`src/sv/fbuf_pkg.sv`:
```
`timescale 1ns / 1ps

package fbuf_pkg;

    localparam logic [1:0] OP_PUT   = 2'd0;
    localparam logic [1:0] OP_GET   = 2'd1;
    localparam logic [1:0] OP_FLIP  = 2'd2;
    localparam logic [1:0] OP_CLEAR = 2'd3;

    localparam logic [1:0] ST_OK        = 2'd0;
    localparam logic [1:0] ST_OVERFLOW  = 2'd1;
    localparam logic [1:0] ST_UNDERFLOW = 2'd2;

    localparam int CAP_MAX = 2047;
    localparam logic [10:0] CAP_RESET = 11'd1024;

    typedef struct packed {
        logic [63:0] get_value;
        logic [1:0]  status;
        logic [10:0] position;
        logic [10:0] limit;
    } res_t;

endpackage

```
`src/sv/fbuf_ctrl.sv`:
```
`timescale 1ns / 1ps

module fbuf_ctrl #(
    parameter int AW = 10,
    parameter logic [10:0] BOUND_RESET = 11'd1024
) (
    input  logic           clk,
    input  logic           rst_n,
    input  logic           start,
    input  logic [1:0]     opcode,
    input  logic [1:0]     size_code,
    input  logic [63:0]    put_value,
    input  logic [10:0]    capacity,
    output logic           busy,
    output logic           done,
    output fbuf_pkg::res_t result,
    output logic           mem_we,
    output logic [AW-1:0]  mem_addr,
    output logic [7:0]     mem_wdata,
    input  logic [7:0]     mem_rdata
);

    import fbuf_pkg::*;

    localparam int SW = (AW > 12) ? AW : 12;

    typedef enum logic [1:0] {
        S_IDLE,
        S_PUT,
        S_GET,
        S_GET_TAIL
    } state_t;

    state_t      state_reg;
    logic [10:0] cursor_reg;
    logic [10:0] bound_reg;
    logic [2:0]  cnt_reg;
    logic [2:0]  last_reg;
    logic [63:0] shift_reg;
    logic        pend_reg;
    logic        done_reg;
    logic [63:0] get_value_reg;
    logic [1:0]  status_reg;

    logic [3:0]    nbytes;
    logic [11:0]   end_pos;
    logic          fits;
    logic [63:0]   aligned;
    logic [SW-1:0] addr_sum;
    logic [63:0]   gathered;
    logic [10:0]   advanced;

    assign nbytes   = 4'd1 << size_code;
    assign end_pos  = {1'b0, cursor_reg} + 12'(nbytes);
    assign fits     = end_pos <= {1'b0, bound_reg};
    assign addr_sum = SW'(cursor_reg) + SW'(cnt_reg);
    assign gathered = {shift_reg[55:0], mem_rdata};
    assign advanced = cursor_reg + 11'(last_reg) + 11'd1;

    always_comb
    begin
        case (size_code)
            2'd0:    aligned = {put_value[7:0], 56'd0};
            2'd1:    aligned = {put_value[15:0], 48'd0};
            2'd2:    aligned = {put_value[31:0], 32'd0};
            default: aligned = put_value;
        endcase
    end

    assign mem_we    = (state_reg == S_PUT);
    assign mem_addr  = addr_sum[AW-1:0];
    assign mem_wdata = shift_reg[63:56];

    assign busy             = (state_reg != S_IDLE);
    assign done             = done_reg;
    assign result.get_value = get_value_reg;
    assign result.status    = status_reg;
    assign result.position  = cursor_reg;
    assign result.limit     = bound_reg;

    always_ff @(posedge clk or negedge rst_n)
    begin
        if (!rst_n)
        begin
            state_reg     <= S_IDLE;
            cursor_reg    <= 11'd0;
            bound_reg     <= BOUND_RESET;
            cnt_reg       <= 3'd0;
            last_reg      <= 3'd0;
            shift_reg     <= 64'd0;
            pend_reg      <= 1'b0;
            done_reg      <= 1'b0;
            get_value_reg <= 64'd0;
            status_reg    <= ST_OK;
        end
        else
        begin
            done_reg <= 1'b0;
            case (state_reg)
                S_IDLE:
                begin
                    if (start)
                    begin
                        cnt_reg       <= 3'd0;
                        last_reg      <= 3'(nbytes - 4'd1);
                        pend_reg      <= 1'b0;
                        get_value_reg <= 64'd0;
                        status_reg    <= ST_OK;
                        case (opcode)
                            OP_PUT:
                            begin
                                shift_reg <= aligned;
                                if (fits)
                                begin
                                    state_reg <= S_PUT;
                                end
                                else
                                begin
                                    status_reg <= ST_OVERFLOW;
                                    done_reg   <= 1'b1;
                                end
                            end
                            OP_GET:
                            begin
                                shift_reg <= 64'd0;
                                if (fits)
                                begin
                                    state_reg <= S_GET;
                                end
                                else
                                begin
                                    status_reg <= ST_UNDERFLOW;
                                    done_reg   <= 1'b1;
                                end
                            end
                            OP_FLIP:
                            begin
                                bound_reg  <= cursor_reg;
                                cursor_reg <= 11'd0;
                                done_reg   <= 1'b1;
                            end
                            default:
                            begin
                                bound_reg  <= capacity;
                                cursor_reg <= 11'd0;
                                done_reg   <= 1'b1;
                            end
                        endcase
                    end
                end
                S_PUT:
                begin
                    // advance to the next byte, most significant first
                    shift_reg <= {shift_reg[55:0], 8'd0};
                    if (cnt_reg == last_reg)
                    begin
                        cursor_reg <= advanced;
                        done_reg   <= 1'b1;
                        state_reg  <= S_IDLE;
                    end
                    else
                    begin
                        cnt_reg <= cnt_reg + 3'd1;
                    end
                end
                S_GET:
                begin
                    if (pend_reg)
                    begin
                        shift_reg <= gathered;
                    end
                    pend_reg <= 1'b1;
                    if (cnt_reg == last_reg)
                    begin
                        state_reg <= S_GET_TAIL;
                    end
                    else
                    begin
                        cnt_reg <= cnt_reg + 3'd1;
                    end
                end
                S_GET_TAIL:
                begin
                    get_value_reg <= gathered;
                    cursor_reg    <= advanced;
                    pend_reg      <= 1'b0;
                    done_reg      <= 1'b1;
                    state_reg     <= S_IDLE;
                end
                default:
                begin
                    state_reg <= S_IDLE;
                end
            endcase
        end
    end

endmodule

```
`config.mk`:
```
export PLATFORM = sky130hd
export DESIGN_NAME = fbuf_ctrl
export DESIGN_NICKNAME = d
export VERILOG_FILES = /design/src/sv/fbuf_pkg.sv /design/src/sv/fbuf_ctrl.sv
export SDC_FILE = /design/constraint.sdc
export NUM_CORES = 1
export LEC_CHECK = 0
export ABC_AREA = 1
export CAP_MARGIN = 20
export CORE_MARGIN = 4
export CORE_UTILIZATION = 64
export CTS_CLUSTER_SIZE = 28
export DETAILED_ROUTE_END_ITERATION = 8
export DONT_BUFFER_PORTS = 1
export PLACE_DENSITY = 0.8
export SYNTH_ARGS = -nofsm -noshare
export SYNTH_HDL_FRONTEND = slang
export SYNTH_SLANG_ARGS = --single-unit
export TNS_END_PERCENT = 5
```
`constraint.sdc`:
```
create_clock -name clk -period 2.8 [get_ports clk]
set_input_delay 0.28 -clock clk [delete_from_list [all_inputs] [get_ports clk]]
set_output_delay 0.28 -clock clk [all_outputs]
set_load 0.02 [all_outputs]
```
# == After elaboration in Yosys (flattened, before gate mapping) ==
# Index checks and enable logic that the tools add are counted.
# op_classes
add_sub_neg,6
n_lt_le_gt_ge,1
eq_ne,17
shifts,1
n_mux,32
bitwise_logic,1
n_reduce_logical,19
# ops
operator,n
$pmux 64 s3,2
$pmux 64 s2,2
$mux 64,3
$mux 11,3
$pmux 11 s3,1
$pmux 11 s2,1
$add 11x4->12,1
$le 12x11->1,1
$mux 2,6
$add 11x1->11 const B,1
$add 11x3->11,1
$add 10x3->10,1
$ne 2x2->1 const B,5
$reduce_bool 3->1,3
$eq 2x2->1 const B,4
$pmux 2 s2,2
$pmux 2 s4,1
$reduce_and 4->1,2
$eq 2x1->1 const B,3
$logic_not 2->1,3
$mux 1,6
$mux 3,2
$ne 3x3->1 const B,2
$pmux 1 s3,2
13 further kinds,19
# totals
reg_bits,162
input_bits,90
output_inout_bits,109
wordCells,87

# == Longest topological paths before layout ==
# Gate-level depths: netlist of the first run.
# depth
depth_word,7
mapped_depth,28
depth_no_buf,28

# == Worst setup path after synthesis of the first run ==
# Ideal clock, no wire load.
# synth_timing
path_kind,input port to flip-flop
startpoint,in size_code[0]
endpoint,reg state_reg[0]
setup_time_ns,0.117
arrival_ns,2.677
required_ns,2.683
path_slack_ns,0.007
stages,23
n_path_buf,2
cell_sequence,buf_4 > nand2_2 > inv_2 > buf_2 > ha_1 > nand3_1 > a31oi_1 > xor2_1 > ha_1 > nand2_1 > nor2_1 > nor2_1 > nand2_1 > nand2_1 > nand2_1 > nand2_1 > nand2_1 > nand2_1 > nand3_2 > nand2_2 > nand2_1 > nand2_1 > nand2_1
# synth_between
elab_chain_cells,5
word_cells_on_any_way,6
cone_classes,add/sub (1); order compare (1); eq/ne (2); shift (1); reduce/logical (1)
# synth_lines
element,line,text
start: declaration,fbuf_ctrl.sv:11,"input logic [1:0] size_code,"
$shl 1x2->4 (*),fbuf_ctrl.sv:53,assign nbytes = 4'd1 << size_code;
$add 11x4->12 (*),fbuf_ctrl.sv:54,"assign end_pos = {1'b0, cursor_reg} + 12'(nbytes);"
$le 12x11->1 (*),fbuf_ctrl.sv:55,"assign fits = end_pos <= {1'b0, bound_reg};"
$ne 3x3->1 (no line),--,
$reduce_and 6->1 (no line) (*),--,
end signal: assignment,fbuf_ctrl.sv:85,state_reg <= S_IDLE;
end signal: assignment,fbuf_ctrl.sv:115,state_reg <= S_PUT;
end signal: assignment,fbuf_ctrl.sv:128,state_reg <= S_GET;
end: declaration,fbuf_ctrl.sv:34,state_t state_reg;
# Mark *: on every way between the ends. The rest lies on a longest branch, timed or not.
# A chain may end at the register's enable or synchronous reset.

# == Worst setup path in the final report of the first run ==
# layout_timing
startpoint,reg cursor_reg[2]
endpoint,out mem_addr[9]
# layout_between
elab_chain_cells,1
# layout_lines
element,line,text
start: declaration,fbuf_ctrl.sv:35,logic [10:0] cursor_reg;
start signal: assignment,fbuf_ctrl.sv:157,cursor_reg <= advanced;
start signal: assignment,fbuf_ctrl.sv:185,cursor_reg <= advanced;
$add 10x3->10,fbuf_ctrl.sv:56,assign addr_sum = SW'(cursor_reg) + SW'(cnt_reg);
end: declaration,fbuf_ctrl.sv:18,"output logic [AW-1:0] mem_addr,"
# Every way passes these cells.

==> impl_metrics.csv, run 1 <==
group,metric,value,unit
place,dp_hpwl,18.6,mm
logic_synthesis,synth.distinct_cells,43,
route,wl_per_cell,21.4,µm
setup_path,crit_fanout,5,
clocking,htreeDepth,4,
worst_hold_path,hp-class,"primary input to asynchronous set/reset pin",
die,start_util,65.4,%
sta,slew_viol_final,0,
place,place_congestion,0.935,
setup_path,cp_data_required_time,2.52,ns
pwr,power.density,1090,nW/µm²
clocking,cts-root-buf,"clkbuf_16",
die,die_h,124,µm
cells_and_area,drive_above_1_share,10.9,%
sta,relSlewSlack,47.1,%
die,die_area,15500,µm²
setup_path,worst_setup_path_end_kind,"primary output",
route,drt_drc_violations_left,0,
sta,finalHoldViolCount,162,
sta,tightestPinTransition,0.791,ns
logic_synthesis,synth_nets,1157,
logic_synthesis,async_flop_share,100,%
logic_synthesis,syn_inst,1037,
cells_and_area,fin_cells,1209,
setup_path,r2r-start,"cursor_reg[3]$_DFFE_PN0P_",
logic_synthesis,synth_enable_flop_cells,0,
setup_path,worst_r2r_path_depth,19,
global_routing,grt_max_degree,163,
logic_synthesis,synth-seq-area-share,46.8,%
clocking,cts_tree,"built",
cells_and_area,n_fill_cell,1055,
outcome,outcome,"finished with violations",
cells_and_area,nets,1139,
cells_and_area,finalInstanceArea,9500,µm²
pwr,leakage,4.48,nW
sta,finalCriticalPeriod,2.76,ns
route,route.vias.total,7571,
cells_and_area,area_delta_synth_final,9.68,%
logic_synthesis,syn_area,8660,µm²
route,drt_first_pass_iters,5,
global_routing,grt_pass1_vias,7279,
clocking,clk_pin_slew,0.07,ns
logic_synthesis,synth_area_per_cell,8.36,µm²
sta,rsz0062_at_grt,"yes",
clocking,numClockSinks,162,
die,core-area,13200,µm²
global_routing,grtUsageTotal,33.0,%
global_routing,gr-total-overflow,0,
clocking,numCtsBuffers,17,
setup_path,path_class,"register to primary output",
logic_synthesis,yosys_warnings,0,
setup_path,worstReg2RegEnd,"state_reg[1]$_DFFE_PN0P_",
place,dpl_cell_area,8820,µm²
die,io-pin-count,199,
logic_synthesis,yosys_register_bits,162,
place,dp.cells,1174,
flow_run,drv_cap,0,
setup_path,cp-start-kind,"register",
setup_path,worstPathArrival,2.48,ns
place,io_buffers,0,
sta,setup_viol_count_final,0,
cells_and_area,multi_input_area,3750,µm²
sta,whs,-0.456,ns
route,first_iter_violations,794,
clocking,clock_latency,0.43,ns
clocking,cts_max_path_buffers,2,
sta,finClkSkew,0.00599,ns
route,wl,25.9,mm
route,vias_per_cell,6.26,
pwr,ir_drop,517,µV
cells_and_area,seq_area,4060,µm²
die,die_w,124,µm
global_routing,grt_pass1_wl,40.7,mm
setup_path,reg2reg_slack,0.05,ns
sta,fmax,362,MHz
sta,finalCritPeriodShare,98.6,%
cells_and_area,utilization,71.8,%
outcome,violations,"negative hold slack",
logic_synthesis,synth_ff_type,"dfrtp_1",
global_routing,antenna_found_initial,0,
route,ant_nets,0,
pwr,totalPowerFinal,0.0103,W
die,num_rows,42,
-- timing repair --
action | CTS | global route
endpoints found under the hold margin | 162 | 162
setup endpoints to repair | 4 | 11
gates resized for setup | 1 | 13
setup buffers | 0 | 2
pin swaps | 0 | 4
-- per-layer routing --
layer / track usage [%] / vias up / wire length, µm
met3: 11.1 / 73 / 2940
li1: - / 3443 / -
met5: 0 / - / 0
met2: 46.5 / 414 / 11200
met1: 46.8 / 3641 / 10700
met4: 14.0 / 0 / 1040
-- worst max-delay path by stage --
stage	startpoint	to	cells past startpoint
2_1_floorplan	size_code[0]	state_reg[0]$_DFFE_PN0P_	23
3_3_place_gp	cursor_reg[1]$_DFFE_PN0P_	state_reg[0]$_DFFE_PN0P_	25
3_5_place_dp	cursor_reg[1]$_DFFE_PN0P_	state_reg[1]$_DFFE_PN0P_	25
4_1_cts	cursor_reg[2]$_DFFE_PN0P_	mem_addr[7]	8
5_1_grt	cursor_reg[1]$_DFFE_PN0P_	state_reg[1]$_DFFE_PN0P_	24
6_report	cursor_reg[2]$_DFFE_PN0P_	mem_addr[9]	10
-- final cells by class --
cell class | instances | share of cell area, %
well taps | 176 | 2.32
clock buffers | 23 | 5.13
clock inverters | 9 | 1.28
repair buffers | 32 | 2.92
multi-input cells | 651 | 39.5
inverters | 155 | 6.18
flip-flops and latches | 162 | 42.7
diodes | 1 | 0.0263
-- worst max-delay path: stages, from the launching register on --
cell	delay, ns
dfrtp_1	0.43
buf_4	0.20
ha_1	0.37
nand2_1	0.07
nor2_1	0.11
a211oi_2	0.07
nor3_2	0.20
nand2_1	0.16
nor2_1	0.14
xor2_1	0.16
buf_4	0.16
-- per-stage QoR --
step	setup WS, ns	setup TNS [ns]
after floorplan	0.00667	0
after global placement	0.157	0
after detailed placement	0.0463	0
after CTS	-0.0791	-0.147
after global routing	-0.177	-0.605
final	0.0380	0
-- cells in the mapped netlist, types with 16 or more instances --
| library cell | count | area share [%] |
|---|---|---|
| a21oi_1 | 58 | 3.4 |
| nand2_1 | 126 | 5.5 |
| o21ai_0 | 139 | 8.0 |
| o22ai_1 | 34 | 2.5 |
| xor2_1 | 16 | 1.6 |
| clkbuf_1 | 44 | 1.9 |
| nor2_1 | 44 | 1.9 |
| nand3_1 | 109 | 6.3 |
| ha_1 | 28 | 4.0 |
| dfrtp_1 | 161 | 46 |
| inv_1 | 142 | 6.2 |
-- power by group --
part,switching (W),total (W),leakage [nW],internal (W)
Combinational,0.00257,0.00381,2.05,0.00123
Clock,0.000973,0.00239,0.292,0.00142
Sequential,0.000988,0.00412,2.14,0.00313
-- kinds of logic after synthesis --
| family | synth area share [%] |
|---|---|
| compound gates | 19.8 |
| xor+xnor | 2.12 |
| fa+ha+maj | 4.51 |
| buf+inv | 10.7 |
| flops | 46.8 |
| simple gates | 16.1 |
-- cells in the final DEF (no fill, tap or decap), types with 3 or more instances in the layout --
cell,instances
dfrtp_1,161
a21oi_1,58
o221ai_1,8
o21ai_0,138
o21ai_1,3
nor3_1,3
clkbuf_8,4
inv_1,141
o211ai_1,13
buf_4,29
nand3_2,3
a22oi_2,4
inv_2,10
nor2_1,42
ha_1,27
nand2_1,121
o22ai_1,34
clkinv_4,3
xnor2_1,5
nand4_1,3
a22oi_1,13
a32oi_1,12
nand2_2,13
buf_12,3
clkbuf_16,17
xor2_1,15
nor2_2,5
nand3_1,108
(Power assumes the default switching activity.)
==> run 2, diff against run 1 <==
==> constraint.sdc (replaced) <==
create_clock -name clk -period 2.6 [get_ports clk]
set_input_delay 0.26 -clock clk [delete_from_list [all_inputs] [get_ports clk]]
set_output_delay 0.26 -clock clk [all_outputs]
set_load 0.02 [all_outputs]
==> run 2 against run 1 <==
Against the previous run:
- the run ends with negative hold slack, negative setup slack left
- non-clock buffer count is 21 higher
- first-iteration DRC count rose by 37%
- worst hold slack got worse by 0.035 ns
- sequential share of layout area decreased by 1.0 points
- combinational power increased by 11%
- total power increased by 8.7%
- sequential cell count unchanged
- largest power group unchanged
- highest routed layer unchanged
==> impl_metrics.csv, run 2 (synthesis results as in run 1) <==
group,metric,value,unit
setup_path,cpMostUsedCell,"nand2_1",
global_routing,grt_max_degree,163,
die,die_w,124,µm
global_routing,use_met2,49.5,%
place,dp_hpwl,18.4,mm
cells_and_area,drive_above_1_share,13.8,%
clocking,numClockSinks,162,
sta,worst_slack,-0.212,ns
route,drt_first_pass_iters,6,
sta,setup_viol_count_final,5,
global_routing,grt_pass1_vias,7428,
pwr,ir_drop,578,µV
die,io-pin-count,199,
setup_path,cpMaxStageDelayCell,"dfrtp_2",
cells_and_area,nets,1160,
global_routing,gr-total-overflow,0,
sta,rsz0062_at_grt,"yes",
global_routing,busiest_layer,"met2",
clocking,cts-root-buf,"clkbuf_16",
clocking,cts_max_path_buffers,2,
die,core-area,13200,µm²
clocking,clk_pin_slew,0.07,ns
setup_path,worst_setup_path_end_kind,"register",
sta,finalHoldViolCount,162,
cells_and_area,diodes,0,
worst_hold_path,hp-class,"primary input to asynchronous set/reset pin",
place,dp.cells,1182,
clocking,clock_latency,0.44,ns
setup_path,worstSetupPathDepth,25,
die,die_h,124,µm
sta,relSlewSlack,42.3,%
global_routing,grtUsageTotal,33.4,%
global_routing,antenna_found_initial,0,
cells_and_area,fin_cells,1229,
setup_path,worstReg2RegEnd,"state_reg[0]$_DFFE_PN0P_",
pwr,power.density,1150,nW/µm²
route,wl,26.1,mm
cells_and_area,mostFrequentLayoutCells,"159 x dfrtp_1, 140 x inv_1, 138 x o21ai_0",
route,ant_nets,0,
route,first_iter_violations,1088,
global_routing,met3_usage,13.3,%
route,vias_per_cell,6.28,
setup_path,cp_data_required_time,2.93,ns
sta,finalCritPeriodShare,108,%
sta,finalCriticalPeriod,2.81,ns
sta,fmax,356,MHz
outcome,violations,"negative hold slack, negative setup slack",
route,drt_drc_violations_left,0,
global_routing,globalRouteMet1Util,44.4,%
sta,whs,-0.490,ns
place,place_congestion,0.952,
route,route.vias.total,7722,
pwr,leakage,4.58,nW
setup_path,crit_fanout,4,
cells_and_area,n_fill_cell,996,
cells_and_area,area_delta_synth_final,12.4,%
setup_path,cp-start-kind,"register",
flow_run,drv_cap,0,
die,die_area,15500,µm²
clocking,htreeDepth,4,
setup_path,r2r-start,"cursor_reg[1]$_DFFE_PN0P_",
outcome,outcome,"finished with violations",
clocking,cts_tree,"built",
cells_and_area,multi_input_area,3820,µm²
sta,tightestPinTransition,0.862,ns
die,num_rows,42,
place,io_buffers,0,
clocking,numCtsBuffers,17,
setup_path,worstPathArrival,3.14,ns
clocking,cts_hold_buffers,5,
sta,finClkSkew,0.00795,ns
setup_path,path_buf_inv,3,
setup_path,slowest_delay,0.40,ns
global_routing,grt_pass1_wl,41.1,mm
setup_path,reg2reg_slack,-0.21,ns
cells_and_area,seq_area,4060,µm²
setup_path,path_class,"register to register",
die,start_util,65.4,%
cells_and_area,final_common_cell,"dfrtp_1",
setup_path,worst_r2r_path_depth,25,
route,wl_per_cell,21.3,µm
sta,slew_viol_final,0,
setup_path,cp_top_family,"simple AND/OR/NAND/NOR gates",
==> run 2: area by class of cell <==
| class | instances | area share (%) |
|---|---|---|
| clock buffer | 19 | 4.55 |
| sequential | 162 | 41.7 |
| clock inverter | 13 | 1.54 |
| timing repair buffer | 53 | 4.64 |
| inverter | 155 | 6.08 |
| tap | 176 | 2.26 |
| multi-input combinational | 651 | 39.3 |
==> run 2: what timing repair did <==
item	4_1_cts	5_1_grt
pin swaps	10	15
hold endpoints to repair	167	162
gates resized for setup	15	11
endpoints found under the setup margin	11	8
setup buffers	5	5
==> run 2: worst max-delay path by stage <==
stage                                    startpoint                        to  slack, ns
after CTS                 cursor_reg[1]$_DFFE_PN0P_               mem_addr[9]      -0.06
after global routing      cursor_reg[1]$_DFFE_PN0P_  state_reg[0]$_DFFE_PN0P_      -0.35
after detailed placement  cursor_reg[1]$_DFFE_PN0P_  state_reg[1]$_DFFE_PN0P_      -0.13
after floorplan           cursor_reg[1]$_DFFE_PN0P_  state_reg[0]$_DFFE_PN0P_       0.02
final                     cursor_reg[1]$_DFFE_PN0P_  state_reg[0]$_DFFE_PN0P_      -0.21
after global placement    cursor_reg[1]$_DFFE_PN0P_  state_reg[1]$_DFFE_PN0P_       0.01
==> run 2: worst register-to-register path: cells and delay by family (launching register included) <==
kind / cells / cell delay, ns
and+or+nand+nor: 18 / 1.33
adders and majority gates: 2 / 0.44
AOI/OAI and AO/OA: 1 / 0.17
DFF: 1 / 0.40
xor gates and xnor gates: 1 / 0.21
buffers and inverters: 3 / 0.15
==> run 2: metrics by stage <==
step | setup TNS, ns | setup slack [ns] | util, % | instance area [µm²] | power (W)
floorplan | 0 | 0.0236 | - | 8710 | 0.00741
global placement | 0 | 0.0139 | 67.4 | 8920 | 0.00829
detailed placement | -0.292 | -0.129 | 67.4 | 8920 | 0.00843
CTS | -0.225 | -0.0567 | 73.0 | 9670 | 0.0111
global route | -1.80 | -0.347 | 73.5 | 9740 | 0.0119
finish | -0.764 | -0.212 | 73.5 | 9740 | 0.0112
==> run 2: where the power goes <==
group	internal, W	switching, W
clock network	0.00146	0.00109
registers	0.00337	0.00106
logic	0.00142	0.00282
==> run 2: routing by layer <==
| metal | part of all wire [%] | wire length, µm |
|---|---|---|
| met1 | 39 | 10200 |
| met2 | 45 | 11900 |
| met3 | 12 | 3190 |
| met4 | 3.3 | 856 |
| met5 | 0 | 0 |
==> run 3, diff against run 2 <==
--- a/config.mk
+++ b/config.mk
@@ -16,4 +16,4 @@
 export SYNTH_ARGS = -nofsm -noshare
 export SYNTH_HDL_FRONTEND = slang
 export SYNTH_SLANG_ARGS = --single-unit
-export TNS_END_PERCENT = 5
+export TNS_END_PERCENT = 20
==> run 3 against run 2 <==
Against the previous run:
- first-iteration DRC count decreased by 4.7%
- worst hold slack got worse by 0.0021 ns
- sequential share of layout area increased by 0.14 points
- fmax increased by 3.8%
- final area decreased by 0.33%
- the flow still finishes with violations (negative hold slack, negative setup slack)
- die area unchanged
- clock skew decreased by 0.0010 ns
- highest routed layer unchanged
- critical path depth unchanged
==> impl_metrics.csv, run 3 (synthesis results as in run 1) <==
group,metric,value,unit
outcome,outcome,"finished with violations",
outcome,violations,"negative hold slack, negative setup slack",
die,core-area,13200,µm²
pwr,internal_power,0.00622,W
place,io_buffers,0,
pwr,leakage,4.56,nW
die,start_util,65.4,%
clocking,htreeDepth,4,
die,die_w,124,µm
pwr,ir_drop,575,µV
die,io-pin-count,199,
clocking,cts-root-buf,"clkbuf_16",
pwr,switchingPower,0.00495,W
worst_hold_path,hp-class,"primary input to asynchronous set/reset pin",
sta,setup_viol_count_final,6,
clocking,cts_tree,"built",
route,wl,26.0,mm
global_routing,grt_pass1_wl,41.1,mm
route,drt_drc_violations_left,0,
setup_path,crit_fanout,4,
sta,worst_slack,-0.109,ns
setup_path,cpMaxStageDelayCell,"dfrtp_2",
setup_path,cp-start-kind,"register",
sta,finalCritPeriodShare,104,%
clocking,clock_latency,0.44,ns
cells_and_area,mostFrequentLayoutCells,"159 x dfrtp_1, 140 x inv_1, 138 x o21ai_0",
sta,tightestPinTransition,0.829,ns
pwr,swShare,44.3,%
pwr,share_seq_of_total_power,39.7,%
cells_and_area,nets,1156,
sta,rsz0062_at_grt,"yes",
clocking,numClockSinks,162,
global_routing,antenna_found_initial,0,
setup_path,worstPathArrival,3.04,ns
flow_run,drv_cap,0,
setup_path,path_class,"register to register",
setup_path,cp_data_required_time,2.93,ns
clocking,cts_hold_buffers,5,
route,drt_first_pass_iters,6,
setup_path,cp_top_family,"simple AND/OR/NAND/NOR gates",
cells_and_area,diodes,0,
sta,finalCriticalPeriod,2.71,ns
sta,finClkSkew,0.00695,ns
pwr,combinationalPowerShare,37.6,%
global_routing,grtUsageTotal,33.4,%
global_routing,grt_max_degree,163,
die,die_area,15500,µm²
cells_and_area,area_delta_synth_final,12.0,%
place,pre_cts_ws,-0.129,ns
route,route.vias.total,7735,
clocking,cts_max_path_buffers,2,
pwr,power.density,1150,nW/µm²
route,vias_per_cell,6.31,
route,wl_per_cell,21.2,µm
sta,relSlewSlack,44.5,%
place,dp_hpwl,18.4,mm
sta,finalHoldViolCount,162,
setup_path,slowest_delay,0.44,ns
die,num_rows,42,
pwr,totalPowerFinal,0.0112,W
route,ant_nets,0,
sta,whs,-0.492,ns
place,place_congestion,0.952,
cells_and_area,utilization,73.3,%
setup_path,worst_setup_path_end_kind,"register",
clocking,clk_pin_slew,0.07,ns
pwr,clock_power_share,22.8,%
sta,fmax,369,MHz
clocking,numCtsBuffers,17,
global_routing,gr-total-overflow,0,
sta,slew_viol_final,0,
cells_and_area,final_common_cell,"dfrtp_1",
die,die_h,124,µm
global_routing,grt_pass1_vias,7409,
cells_and_area,drive_above_1_share,13.3,%
route,first_iter_violations,1037,
setup_path,path_buf_inv,3,
run 3: changes by cell type in the layout (fill, tap and decap cells not counted), sizes merged:
cell | before | now
buf | 48 | 44
run 3: power by group through the flow:
stage	logic, W	registers, W	clock network, W
2_1_floorplan	0.00317	0.00424	0
3_3_place_gp	0.00386	0.00443	0
3_5_place_dp	0.00396	0.00447	0
4_1_cts	0.00409	0.00442	0.00256
5_1_grt	0.00466	0.00453	0.00268
6_report	0.00419	0.00443	0.00254
run 3: what timing repair did:
action | in CTS | in global routing
buffers inserted | 6 | 0
cloned | 0 | 0
endpoints found under the setup margin | 11 | 9
pin swaps | 10 | 3
hold endpoints to repair | 167 | 162
resized for setup | 18 | 6
run 3: area by class of cell:
class | instances | area, µm²
clock buffers | 19 | 443
clock inverters | 13 | 150
fillers | 1014 | 3540
inverters | 155 | 589
multi-input cells | 651 | 3830
flip-flops and latches | 162 | 4060
well taps | 176 | 220
repair buffers | 49 | 418
run 3: metal layers:
metal	routed length [µm]	up-vias	track usage, %
met5	0	-	0
met1	10300	3761	44.7
met2	11900	428	49.4
met4	784	0	12.6
li1	-	3483	-
met3	2980	63	13.0
run 3: stage by stage:
stage / instance area, µm² / setup TNS, ns / std cells
finish: 9710 / -0.364 / 1225
detailed placement: 8920 / -0.292 / 1182
floorplan: 8710 / 0 / 1037
global placement: 8920 / 0 / 1182
global route: 9710 / -1.62 / 1225
CTS: 9690 / -0.202 / 1225
run 3: worst paths after layout:
kind | from | end | slack [ns] | cells past startpoint
min in group clk | put_value[33] | shift_reg[33]$_DFFE_PN0P_ | 0 | 2
max reg2reg | cursor_reg[1]$_DFFE_PN0P_ | state_reg[0]$_DFFE_PN0P_ | -0.11 | 25
max in group asynchronous | rst_n | cnt_reg[0]$_DFFE_PN0P_ | 2.81 | 0
min | rst_n | cursor_reg[5]$_DFFE_PN0P_ | -0.49 | 0
max | cursor_reg[1]$_DFFE_PN0P_ | state_reg[0]$_DFFE_PN0P_ | -0.11 | 25
min reg2reg | cursor_reg[9]$_DFFE_PN0P_ | cursor_reg[9]$_DFFE_PN0P_ | 0.54 | 2
